### src/rtl/mct_pkg.sv
// ----------------------------------------------------------------------------
// mct_pkg
// shared types and codes for the multipage completion tracker
// ----------------------------------------------------------------------------
package mct_pkg;

	localparam int MASK_W   = 64;
	localparam int TOTAL_W  = 7;
	localparam int INDEX_W  = 6;
	localparam int RETRY_W  = 5;
	localparam int LIMIT_W  = 4;
	localparam int KIND_W   = 2;
	localparam int CLS_W    = 2;

	// event kinds
	localparam logic [KIND_W-1:0] EV_ISSUE     = 2'd0;
	localparam logic [KIND_W-1:0] EV_DONE_OK   = 2'd1;
	localparam logic [KIND_W-1:0] EV_DONE_FAIL = 2'd2;
	localparam logic [KIND_W-1:0] EV_REJECT    = 2'd3;

	// request classes
	localparam logic [CLS_W-1:0] CLS_START  = 2'd0;
	localparam logic [CLS_W-1:0] CLS_REJECT = 2'd1;
	localparam logic [CLS_W-1:0] CLS_RESULT = 2'd2;

	localparam logic [LIMIT_W-1:0] RETRY_LIMIT_RST = 4'd3;

	typedef struct packed {
		logic [CLS_W-1:0]   cls;
		logic [TOTAL_W-1:0] page_total;
		logic [INDEX_W-1:0] page_index;
		logic               page_ok;
	} req_t;

endpackage

### src/rtl/mct_front.sv
// ----------------------------------------------------------------------------
// mct_front
// accepts requests and classifies them as start, reject or page result
// ----------------------------------------------------------------------------
module mct_front import mct_pkg::*; #(
	parameter int MAX_PAGES = 64
) (
	input  logic               in_valid,
	output logic               in_stall,
	input  logic               cmd,
	input  logic [TOTAL_W-1:0] page_total,
	input  logic [INDEX_W-1:0] page_index,
	input  logic               page_ok,
	output logic               push,
	output req_t               push_req,
	input  logic               q_full
);

	logic total_ok;

	assign total_ok = (page_total != '0) && (page_total <= TOTAL_W'(MAX_PAGES));

	always_comb begin
		push_req.page_total = page_total;
		push_req.page_index = page_index;
		push_req.page_ok    = page_ok;
		if (cmd) begin
			push_req.cls = CLS_RESULT;
		end else if (total_ok) begin
			push_req.cls = CLS_START;
		end else begin
			push_req.cls = CLS_REJECT;
		end
	end

	assign in_stall = q_full;
	assign push     = in_valid && !q_full;

endmodule

### src/rtl/mct_queue.sv
// ----------------------------------------------------------------------------
// mct_queue
// two-entry request queue between front and back
// ----------------------------------------------------------------------------
module mct_queue import mct_pkg::*; (
	input  logic clk,
	input  logic arst_n,
	input  logic push,
	input  req_t push_req,
	output logic full,
	input  logic pop,
	output logic q_valid,
	output req_t q_req
);

	req_t       mem_q [2];
	logic       wr_ptr_q;
	logic       rd_ptr_q;
	logic [1:0] count_q;

	assign full    = (count_q == 2'd2);
	assign q_valid = (count_q != 2'd0);
	assign q_req   = mem_q[rd_ptr_q];

	always_ff @(posedge clk) begin
		if (push) begin
			mem_q[wr_ptr_q] <= push_req;
		end
	end

	always_ff @(posedge clk or negedge arst_n) begin
		if (!arst_n) begin
			wr_ptr_q <= 1'b0;
			rd_ptr_q <= 1'b0;
			count_q  <= 2'd0;
		end else begin
			if (push) begin
				wr_ptr_q <= !wr_ptr_q;
			end
			if (pop) begin
				rd_ptr_q <= !rd_ptr_q;
			end
			unique case ({push, pop})
				2'b10:   count_q <= count_q + 2'd1;
				2'b01:   count_q <= count_q - 2'd1;
				default: count_q <= count_q;
			endcase
		end
	end

endmodule

### src/rtl/mct_back.sv
// ----------------------------------------------------------------------------
// mct_back
// command state, page bookkeeping, retry decision and output register
// ----------------------------------------------------------------------------
module mct_back import mct_pkg::*; #(
	parameter int MAX_PAGES = 64
) (
	input  logic               clk,
	input  logic               arst_n,
	input  logic               cfg_we,
	input  logic [LIMIT_W-1:0] cfg_wdata,
	input  logic               q_valid,
	input  req_t               q_req,
	output logic               pop,
	output logic               out_valid,
	input  logic               out_stall,
	output logic [KIND_W-1:0]  event_kind,
	output logic [MASK_W-1:0]  page_mask,
	output logic [RETRY_W-1:0] retries_used
);

	localparam int IDX_W = (MAX_PAGES > 1) ? $clog2(MAX_PAGES) : 1;

	logic [MAX_PAGES-1:0] pend_q;
	logic [TOTAL_W-1:0]   proc_q;
	logic [TOTAL_W-1:0]   succ_q;
	logic [RETRY_W-1:0]   retry_q;
	logic [TOTAL_W-1:0]   total_q;
	logic                 busy_q;
	logic [LIMIT_W-1:0]   limit_q;

	logic                 out_valid_q;
	logic [KIND_W-1:0]    kind_q;
	logic [MASK_W-1:0]    mask_q;
	logic [RETRY_W-1:0]   retries_q;

	logic [MAX_PAGES-1:0] start_mask;
	logic [MAX_PAGES-1:0] pend_clr;
	logic [MAX_PAGES-1:0] bit_sel;
	logic                 hit;
	logic [TOTAL_W-1:0]   succ_n;
	logic [TOTAL_W-1:0]   proc_n;
	logic [RETRY_W-1:0]   retry_n;
	logic                 round_done;
	logic                 retry_ok;
	logic                 emit;

	assign pop = q_valid && (!out_valid_q || !out_stall);

	always_comb begin
		for (int i = 0; i < MAX_PAGES; i++) begin
			start_mask[i] = (TOTAL_W'(i) < q_req.page_total);
			bit_sel[i]    = (IDX_W'(i) == q_req.page_index[IDX_W-1:0]);
		end
	end

	assign hit        = busy_q && (TOTAL_W'(q_req.page_index) < total_q)
		&& |(pend_q & bit_sel);
	assign pend_clr   = q_req.page_ok ? (pend_q & ~bit_sel) : pend_q;
	assign succ_n     = q_req.page_ok ? succ_q + 7'd1 : succ_q;
	assign proc_n     = proc_q + 7'd1;
	assign retry_n    = retry_q + 5'd1;
	assign round_done = (proc_n == total_q);
	assign retry_ok   = (retry_n <= RETRY_W'(limit_q));
	assign emit       = pop && ((q_req.cls == CLS_START) || (q_req.cls == CLS_REJECT)
		|| ((q_req.cls == CLS_RESULT) && hit && round_done));

	always_ff @(posedge clk or negedge arst_n) begin
		if (!arst_n) begin
			pend_q      <= '0;
			proc_q      <= '0;
			succ_q      <= '0;
			retry_q     <= '0;
			total_q     <= '0;
			busy_q      <= 1'b0;
			limit_q     <= RETRY_LIMIT_RST;
			out_valid_q <= 1'b0;
		end else begin
			if (cfg_we) begin
				limit_q <= cfg_wdata;
			end
			out_valid_q <= emit || (out_valid_q && out_stall);
			if (pop) begin
				unique case (q_req.cls)
					CLS_REJECT: begin
						pend_q  <= '0;
						proc_q  <= '0;
						succ_q  <= '0;
						retry_q <= '0;
						total_q <= '0;
						busy_q  <= 1'b0;
					end
					CLS_START: begin
						pend_q  <= start_mask;
						proc_q  <= '0;
						succ_q  <= '0;
						retry_q <= '0;
						total_q <= q_req.page_total;
						busy_q  <= 1'b1;
					end
					CLS_RESULT: begin
						if (hit) begin
							pend_q <= pend_clr;
							succ_q <= succ_n;
							proc_q <= (round_done && (pend_clr != '0) && retry_ok) ?
								succ_n : proc_n;
							if (round_done) begin
								if (pend_clr == '0) begin
									busy_q <= 1'b0;
								end else begin
									retry_q <= retry_n;
									if (!retry_ok) begin
										busy_q <= 1'b0;
									end
								end
							end
						end
					end
					default: begin
						busy_q <= busy_q;
					end
				endcase
			end
		end
	end

	// result payload
	always_ff @(posedge clk) begin
		if (pop) begin
			unique case (q_req.cls)
				CLS_START: begin
					kind_q    <= EV_ISSUE;
					mask_q    <= MASK_W'(start_mask);
					retries_q <= '0;
				end
				CLS_RESULT: begin
					if (pend_clr == '0) begin
						kind_q    <= EV_DONE_OK;
						mask_q    <= '0;
						retries_q <= retry_q;
					end else if (retry_ok) begin
						kind_q    <= EV_ISSUE;
						mask_q    <= MASK_W'(pend_clr);
						retries_q <= retry_n;
					end else begin
						kind_q    <= EV_DONE_FAIL;
						mask_q    <= '0;
						retries_q <= retry_n;
					end
				end
				default: begin
					kind_q    <= EV_REJECT;
					mask_q    <= '0;
					retries_q <= '0;
				end
			endcase
		end
	end

	assign out_valid    = out_valid_q;
	assign event_kind   = kind_q;
	assign page_mask    = mask_q;
	assign retries_used = retries_q;

endmodule

### src/rtl/multipage_completion_tracker_top.sv
// ----------------------------------------------------------------------------
// multipage_completion_tracker_top
// completion tracker for one multi-page flash command
//
//   channel  | handshake          | payload
//   ---------+--------------------+------------------------------------------
//   in       | in_valid/in_stall  | cmd, page_total, page_index, page_ok
//   out      | out_valid/out_stall| event_kind, page_mask, retries_used
//   cfg      | cfg_we             | cfg_wdata (retry limit)
//
// one request per cycle sustained while out_stall is low; a request is classified
// on entry, waits in a two-entry queue and, once popped, updates the command
// state, where its result lands in the output register
// a held output register stops the queue from draining; in_stall rises only
// when the queue is full
// reset clears the command state and loads the retry limit with 3
// ----------------------------------------------------------------------------
module multipage_completion_tracker_top import mct_pkg::*; #(
	parameter int MAX_PAGES = 64
) (
	input  logic               clk,
	input  logic               arst_n,
	input  logic               cfg_we,
	input  logic [LIMIT_W-1:0] cfg_wdata,
	input  logic               in_valid,
	output logic               in_stall,
	input  logic               cmd,
	input  logic [TOTAL_W-1:0] page_total,
	input  logic [INDEX_W-1:0] page_index,
	input  logic               page_ok,
	output logic               out_valid,
	input  logic               out_stall,
	output logic [KIND_W-1:0]  event_kind,
	output logic [MASK_W-1:0]  page_mask,
	output logic [RETRY_W-1:0] retries_used
);

	logic push;
	req_t push_req;
	logic q_full;
	logic pop;
	logic q_valid;
	req_t q_req;

	mct_front #(.MAX_PAGES(MAX_PAGES)) u_front (
		.in_valid   (in_valid),
		.in_stall   (in_stall),
		.cmd        (cmd),
		.page_total (page_total),
		.page_index (page_index),
		.page_ok    (page_ok),
		.push       (push),
		.push_req   (push_req),
		.q_full     (q_full)
	);

	mct_queue u_queue (
		.clk      (clk),
		.arst_n   (arst_n),
		.push     (push),
		.push_req (push_req),
		.full     (q_full),
		.pop      (pop),
		.q_valid  (q_valid),
		.q_req    (q_req)
	);

	mct_back #(.MAX_PAGES(MAX_PAGES)) u_back (
		.clk          (clk),
		.arst_n       (arst_n),
		.cfg_we       (cfg_we),
		.cfg_wdata    (cfg_wdata),
		.q_valid      (q_valid),
		.q_req        (q_req),
		.pop          (pop),
		.out_valid    (out_valid),
		.out_stall    (out_stall),
		.event_kind   (event_kind),
		.page_mask    (page_mask),
		.retries_used (retries_used)
	);

endmodule
### config.mk
export PLATFORM = sky130hd
export DESIGN_NAME = multipage_completion_tracker_top
export DESIGN_NICKNAME = d
export VERILOG_FILES = /design/src/rtl/mct_pkg.sv /design/src/rtl/mct_front.sv /design/src/rtl/mct_queue.sv /design/src/rtl/mct_back.sv /design/src/rtl/multipage_completion_tracker_top.sv
export SDC_FILE = /design/constraint.sdc
export NUM_CORES = 1
export LEC_CHECK = 0
export ABC_AREA = 1
export BUFFER_PORTS_ARGS = -buffer_cell sky130_fd_sc_hd__buf_4
export CORE_ASPECT_RATIO = 1.1
export CORE_MARGIN = 10
export CORE_UTILIZATION = 49
export DETAILED_ROUTE_END_ITERATION = 7
export MAX_ROUTING_LAYER = met4
export PLACE_DENSITY = 0.66
export SLEW_MARGIN = 15
export SYNTH_ARGS = -nofsm -noshare
export SYNTH_HDL_FRONTEND = slang
export SYNTH_SLANG_ARGS = --single-unit
### constraint.sdc
create_clock -name clk -period 7.15 [get_ports clk]
set_input_delay 0.3575 -clock clk [delete_from_list [all_inputs] [get_ports clk]]
set_output_delay 0.3575 -clock clk [all_outputs]
set_load 0.02 [all_outputs]
; After elaboration in Yosys (flattened, before gate mapping)
; Memory sizes are Yosys's and may differ from the RTL's.
; Cells that the tools add are included.
[word_totals]
latch_bits = 0
mem_count = 1
inputBits = 24
ram_bits = 32
register_bits = 171
rom_bits = 0
[classes]
magnitude_cmp = 67
add_sub_neg = 5
muxes = 30
n_reduce_logical = 37
n_bitwise = 3
eq_ne = 72
mul = 0
div = 0
n_shift = 0
[memory_table]
columns = memory, words, width, rd, rd_clocked_by_memory_dff, write_ports, line
row1 = u_queue.mem_q, 2, 16, 1, 0, 1, mct_queue.sv:16  ; req_t mem_q [2];
[op_table]
columns = op, count
row1 = $mux 64, 4
row2 = $lt 6x7->1 const A, 32
row3 = $eq 6x6->1 const A, 32
row4 = $pmux 64 s3, 1
row5 = $and 64x64->64, 2
row6 = $pmux 64 s2, 1
row7 = $lt 5x7->1 const A, 16
row8 = $eq 5x6->1 const A, 16
row9 = $logic_not 64->1, 1
row10 = $not 64->64, 1
row11 = $reduce_bool 64->1, 1
row12 = $reduce_or 64->1, 1
row13 = $lt 4x7->1 const A, 8
row14 = $eq 4x6->1 const A, 8
row15 = $pmux 7 s2, 3
row16 = $lt 3x7->1 const A, 4
row17 = $mux 7, 4
row18 = $eq 3x6->1 const A, 4
row19 = $mux 5, 3
row20 = $add 7x1->7 const B, 2
row21 = $lt 1x7->1 const A, 2
row22 = $lt 2x7->1 const A, 2
row23 = $eq 2x6->1 const A, 2
row24 = $logic_and 1x1->1, 11
row25 = other kinds (29), 53

; Depth between registers and ports, before layout
; An unclocked memory read counts as a cell.
[depth]
depth_word = 11
ltp_mapped = 22

; Hierarchy
; From an unflattened synthesis, not the netlist that was laid out.
[unflattened]
cells_unflattened = 1426
hier_area_um2 = 11355.9
[modules_own_cells]
columns = module, n_inst, cells_each, seq_area_each_um2, area_per_inst_um2
row1 = mct_back, 1, 1289, 4536.9, 9700.6
row2 = mct_queue, 1, 108, 1061.0, 1478.9
row3 = mct_front, 1, 29, 0.0, 176.4

; Worst setup path before layout
; OpenSTA, ideal clock, no wires.
[synth_path]
path_type = register -> register
from = register u_back.out_valid_q, in the netlist u_back.out_valid
to = register u_back.succ_q[5]
setup_ns = 0.117
path_buffers = 2
setup_slack_ns = 1.516
path_stages_with_launch = 13
t_required_ns = 7.033
t_arrival_ns = 5.518
synth_period_minus_slack_ns = 5.634
cell_sequence = dfrtp_1 > nand2_1 > inv_1 > a21oi_1 > inv_1 > nor2_1 > inv_1 > nand2_2 > inv_2 > buf_6 > buf_6 > nand2_1 > nand2_1
[synth_via]
elab_chain_len = 4
[synth_lines]
columns = element, line
row1 = from (decl), mct_back.sv:32  ; logic out_valid_q;
row2 = from (signal assigned), mct_back.sv:82  ; out_valid_q <= emit || (out_valid_q && out_stall);
row3 = $logic_not 1->1, mct_back.sv:48  ; assign pop = q_valid && (!out_valid_q || !out_stall);
row4 = $logic_or 1x1->1, mct_back.sv:48
row5 = $logic_and 1x1->1, mct_back.sv:48
row6 = via pop, multipage_completion_tracker_top.sv:41  ; logic pop;
row7 = $reduce_and 3->1 (no line), -
row8 = to (signal assigned), mct_back.sv:104  ; succ_q <= succ_n;
row9 = to (decl), mct_back.sv:26  ; logic [TOTAL_W-1:0] succ_q;
; The timed path passes the listed nets, and every way through them passes these cells.
; A chain may end at the register's enable or synchronous reset.

; Worst setup path after layout
[layout_path]
from = register u_queue.rd_ptr_q
to = register u_back.mask_q[49], in the netlist u_back.page_mask[49], data pin
[layout_via]
elab_chain_len = 8
word_cells_on_any_way = 75
cone_classes = order compare: 1 / eq/ne: 64 / mux: 4 / bitwise: 2 / reduce/logical: 3 / memory: 1
[layout_lines]
columns = element, line
row1 = from (decl), mct_queue.sv:18  ; logic rd_ptr_q;
row2 = from (signal assigned), mct_queue.sv:41  ; rd_ptr_q <= !rd_ptr_q;
row3 = $mem_v2 2x16 *, -
row4 = "$eq 1x6->1, or another cell as far along", mct_back.sv:53  ; bit_sel[i] = (IDX_W'(i) == q_req.page_index[IDX_W-1:0]);
row5 = $not 64->64, mct_back.sv:59  ; assign pend_clr = q_req.page_ok ? (pend_q & ~bit_sel) : pend_q;
row6 = $and 64x64->64, mct_back.sv:59
row7 = $mux 64, mct_back.sv:59
row8 = $logic_not 64->1 or $mux 64 (tied branches), "mct_back.sv:137, mct_back.sv:141"
row9 = $mux 64, mct_back.sv:137  ; if (pend_clr == '0) begin
row10 = $pmux 64 s2 *, mct_back.sv:130  ; unique case (q_req.cls)
row11 = to (signal assigned), mct_back.sv:133  ; mask_q <= MASK_W'(start_mask);
row12 = to (signal assigned), mct_back.sv:143  ; mask_q <= MASK_W'(pend_clr);
row13 = to (decl), mct_back.sv:34  ; logic [MASK_W-1:0] mask_q;
; Mark *: on every way between the ends. The rest lies on a longest branch, timed or not.

==> results.toml <==
[cells_and_area]
n_antenna_cell = 0
utilization_pct = 57.4
layout.nets = 1566
synthToLayoutAreaGrowth_pct = 15.0
drive_gt1_share_pct = 12.6

[drt]
drtPass1Iterations = 6
num_vias = 10600
ant_nets = 0
first_iter_violations = 1286
drcViolationCount = 0
routed_wl_mm = 36.7
detail_route.wl_per_cell_um = 19.9
vias_per_cell = 5.76

[cts]
h-tree-depth = 1
cts.sinks = 203
cts-root-buf = "clkbuf_16"
clk_pin_slew_worst_paths_ps = 60
worstSkewPairLatency_ps = 530
clock_path_buffers = 3
cts_tree = "built"
hold_buffers = 4
cts_setup_buffers = 0
cts_made_buffers = 22
cts-resized-gates = 0

[floorplanning]
dieArea_um2 = 29800
initial_utilization_pct = 49.9
die_h_um = 180
rows = 58
core_area_um2 = 22900
ioPinCount = 97
die_x_um = 165

[timing]
hold_violations = 0
drv_slew = 0
skew_ps = 19.7
slew_headroom_pct = 21.9
worst_pin_slew_ps = 1170
setup_violations = 0
max_freq_mhz = 197
finalSetupTns_ps = 0
period_needed_ps = 5070
period_share_pct = 70.9
rsz0062_at_grt = "false"

[power_and_ir_drop]
power.density_nw_per_um2 = 511
ir_drop_v = 0.000254
p_leak_nw = 6.16

[yosys]
ys_seq_area_share_pct = 49.1
yosysMostFrequentCell = "nand2_1"
synthTopCellsByArea = "edfxtp_1 (27%), dfrtp_1 (21%), nand2_1 (17%), nand3_1 (6.5%), o21ai_0 (5.4%)"
ys_seq_elements = 203
synthArstFlopShare_pct = 49.3
synth-main-ff-cell = "edfxtp_1"
yosys.cell_types.count = 41
synth_area_um2 = 11400
synth_top_area_share_pct = 27.1
synth_area_leader_cell = "edfxtp_1"
avgSynthCellArea_um2 = 7.91
synthCells = 1443
synth_commonest_cells = "nand2_1 (519), nand3_1 (149), o21ai_0 (123), edfxtp_1 (103), nor2_1 (100)"
ys_warn_count = 0
synth_edf_count = 103
syn_nets = 1480

[placed_design]
port_buffers = 96
gp_congestion = 1.02
place_hpwl_mm = 25.8

[setup_path]
cp_max_fo = 46
cp.arrival_ps = 5330
critPathCaptureType = "flip-flop"
r2r_start = "u_queue.rd_ptr_q"
cp-startpoint = "u_queue.rd_ptr_q"
crit_path_start_kind = "flip-flop"
cp.required_ps = 7410
crit_type = "reg -> reg"

[run_status]
status = "completed"

[global_routing]
grt_pass1_wl_mm = 58.1
grt_use_total_pct = 25.0
grt_max_degree = 70
globalRoute.totalOverflow = 0
grt_pass1_vias = 10200
antenna_found_initial = 0

[run]
drv_cap = 0

[hold_path]
hold_path.startpoint = "page_index[2]"
hold_path.class = "in -> reg"
-- worst max-delay path, cell delays in order (launching register included) --
cell,delay (ps)
dfrtp_1,630
inv_2,400
nand2_1,140
nand2_2,760
buf_4,440
nand3_1,130
nand2_1,140
nand2_1,70
inv_1,50
nand2_1,70
nor2_1,100
nand2_1,60
nor2_1,170
nand2_2,270
nand2_2,790
buf_4,400
a21boi_0,130
-- flip-flops by register name (all words and copies together) (netlist names) --
register,count
u_back.page_mask,64
u_back.pend_q,64
u_queue.mem_q,32
u_back.proc_q,7
u_back.succ_q,7
u_back.total_q,7
u_back.retries_used,5
u_back.retry_q,5
u_back.limit_q,4
u_back.event_kind,2
u_queue.count_q,2
u_back.busy_q,1
u_back.out_valid,1
u_queue.rd_ptr_q,1
u_queue.wr_ptr_q,1
-- per-stage QoR --
stage / hold WS [ps] / area [µm²] / setup slack (ps) / cells / total power, W
global placement: 415 / 12300 / 2370 / 1801 / 0.00545
global route: 19.5 / 13100 / 1720 / 1845 / 0.00714
detailed placement: 422 / 12300 / 2220 / 1801 / 0.00548
floorplan: 61.9 / 11400 / 1520 / 1443 / 0.00433
finish: 18.8 / 13100 / 2080 / 1845 / 0.00671
CTS: 1.83 / 13100 / 2250 / 1845 / 0.00667
-- final cells by class --
class,instances,area [µm²]
clock inverter,10,106
tap,300,375
timing repair buffer,116,881
multi-input combinational,1093,5180
sequential,203,5600
fill,2139,9750
inverter,93,349
clock buffer,30,622
-- cells in the final DEF (no fill, tap or decap), types with 2 or more instances in the layout --
cell type      count
dfstp_2            2
nor3_1             2
buf_4            112
dlygate4sd3_1      4
a21boi_1          54
o21a_1             2
edfxtp_1         103
o31ai_1            8
xor2_1            16
nand4_1           21
nor2_2            18
bufinv_16          2
clkinv_1           2
a21oi_1           13
clkbuf_8           2
clkbuf_16         23
o21ai_0          123
a21boi_0           3
nand2_1          518
clkbuf_1           5
or2_0              2
inv_1             90
xnor2_1            4
dfrtp_1           98
inv_2              3
or2_2              7
nand3_1          149
nor2_1           100
o21ai_1           14
clkinvlp_4         2
clkinv_2           3
ha_1              13
nand2_2           12
nor2_4             3
-- report_power, final --
group	internal [W]	leakage (nW)	switching (W)
sequential	0.00182	2.35	0.000252
clock	0.000682	0.351	0.000490
combinational	0.000983	3.46	0.00248
total	0.00348	6.16	0.00323
-- routing by layer --
layer	track usage, %	wire (µm)	vias to the layer above
met4	7.35	1260	0
met2	38.4	16900	546
li1	-	-	4954
met5	-	0	-
met1	32.9	14900	5032
met3	4.80	3610	94
-- cell families (layout without fill, tap and decap cells) --
kind of cell	Yosys count	after routing	synth area share [%]
xor gates and xnor gates	20	20	1.54
muxes	2	2	0.186
buffers and inverters	147	249	5.62
and+or+nand+nor	836	836	30.8
DFF	203	203	49.1
adders and majority gates	13	13	1.43
AOI/OAI and AO/OA	222	222	11.4
-- final timing paths --
check	end	slack (ps)	cells after the start
max	u_back.page_mask[49]	2080	16
min	u_queue.mem_q[1][3]	20	1
max reg2reg	u_back.page_mask[49]	2080	16
min in group asynchronous	u_back.out_valid	400	2
min reg2reg	u_back.busy_q	490	2
max in group asynchronous	u_back.pend_q[33]	5480	3
Note: power is estimated with default switching activity, not from simulation.
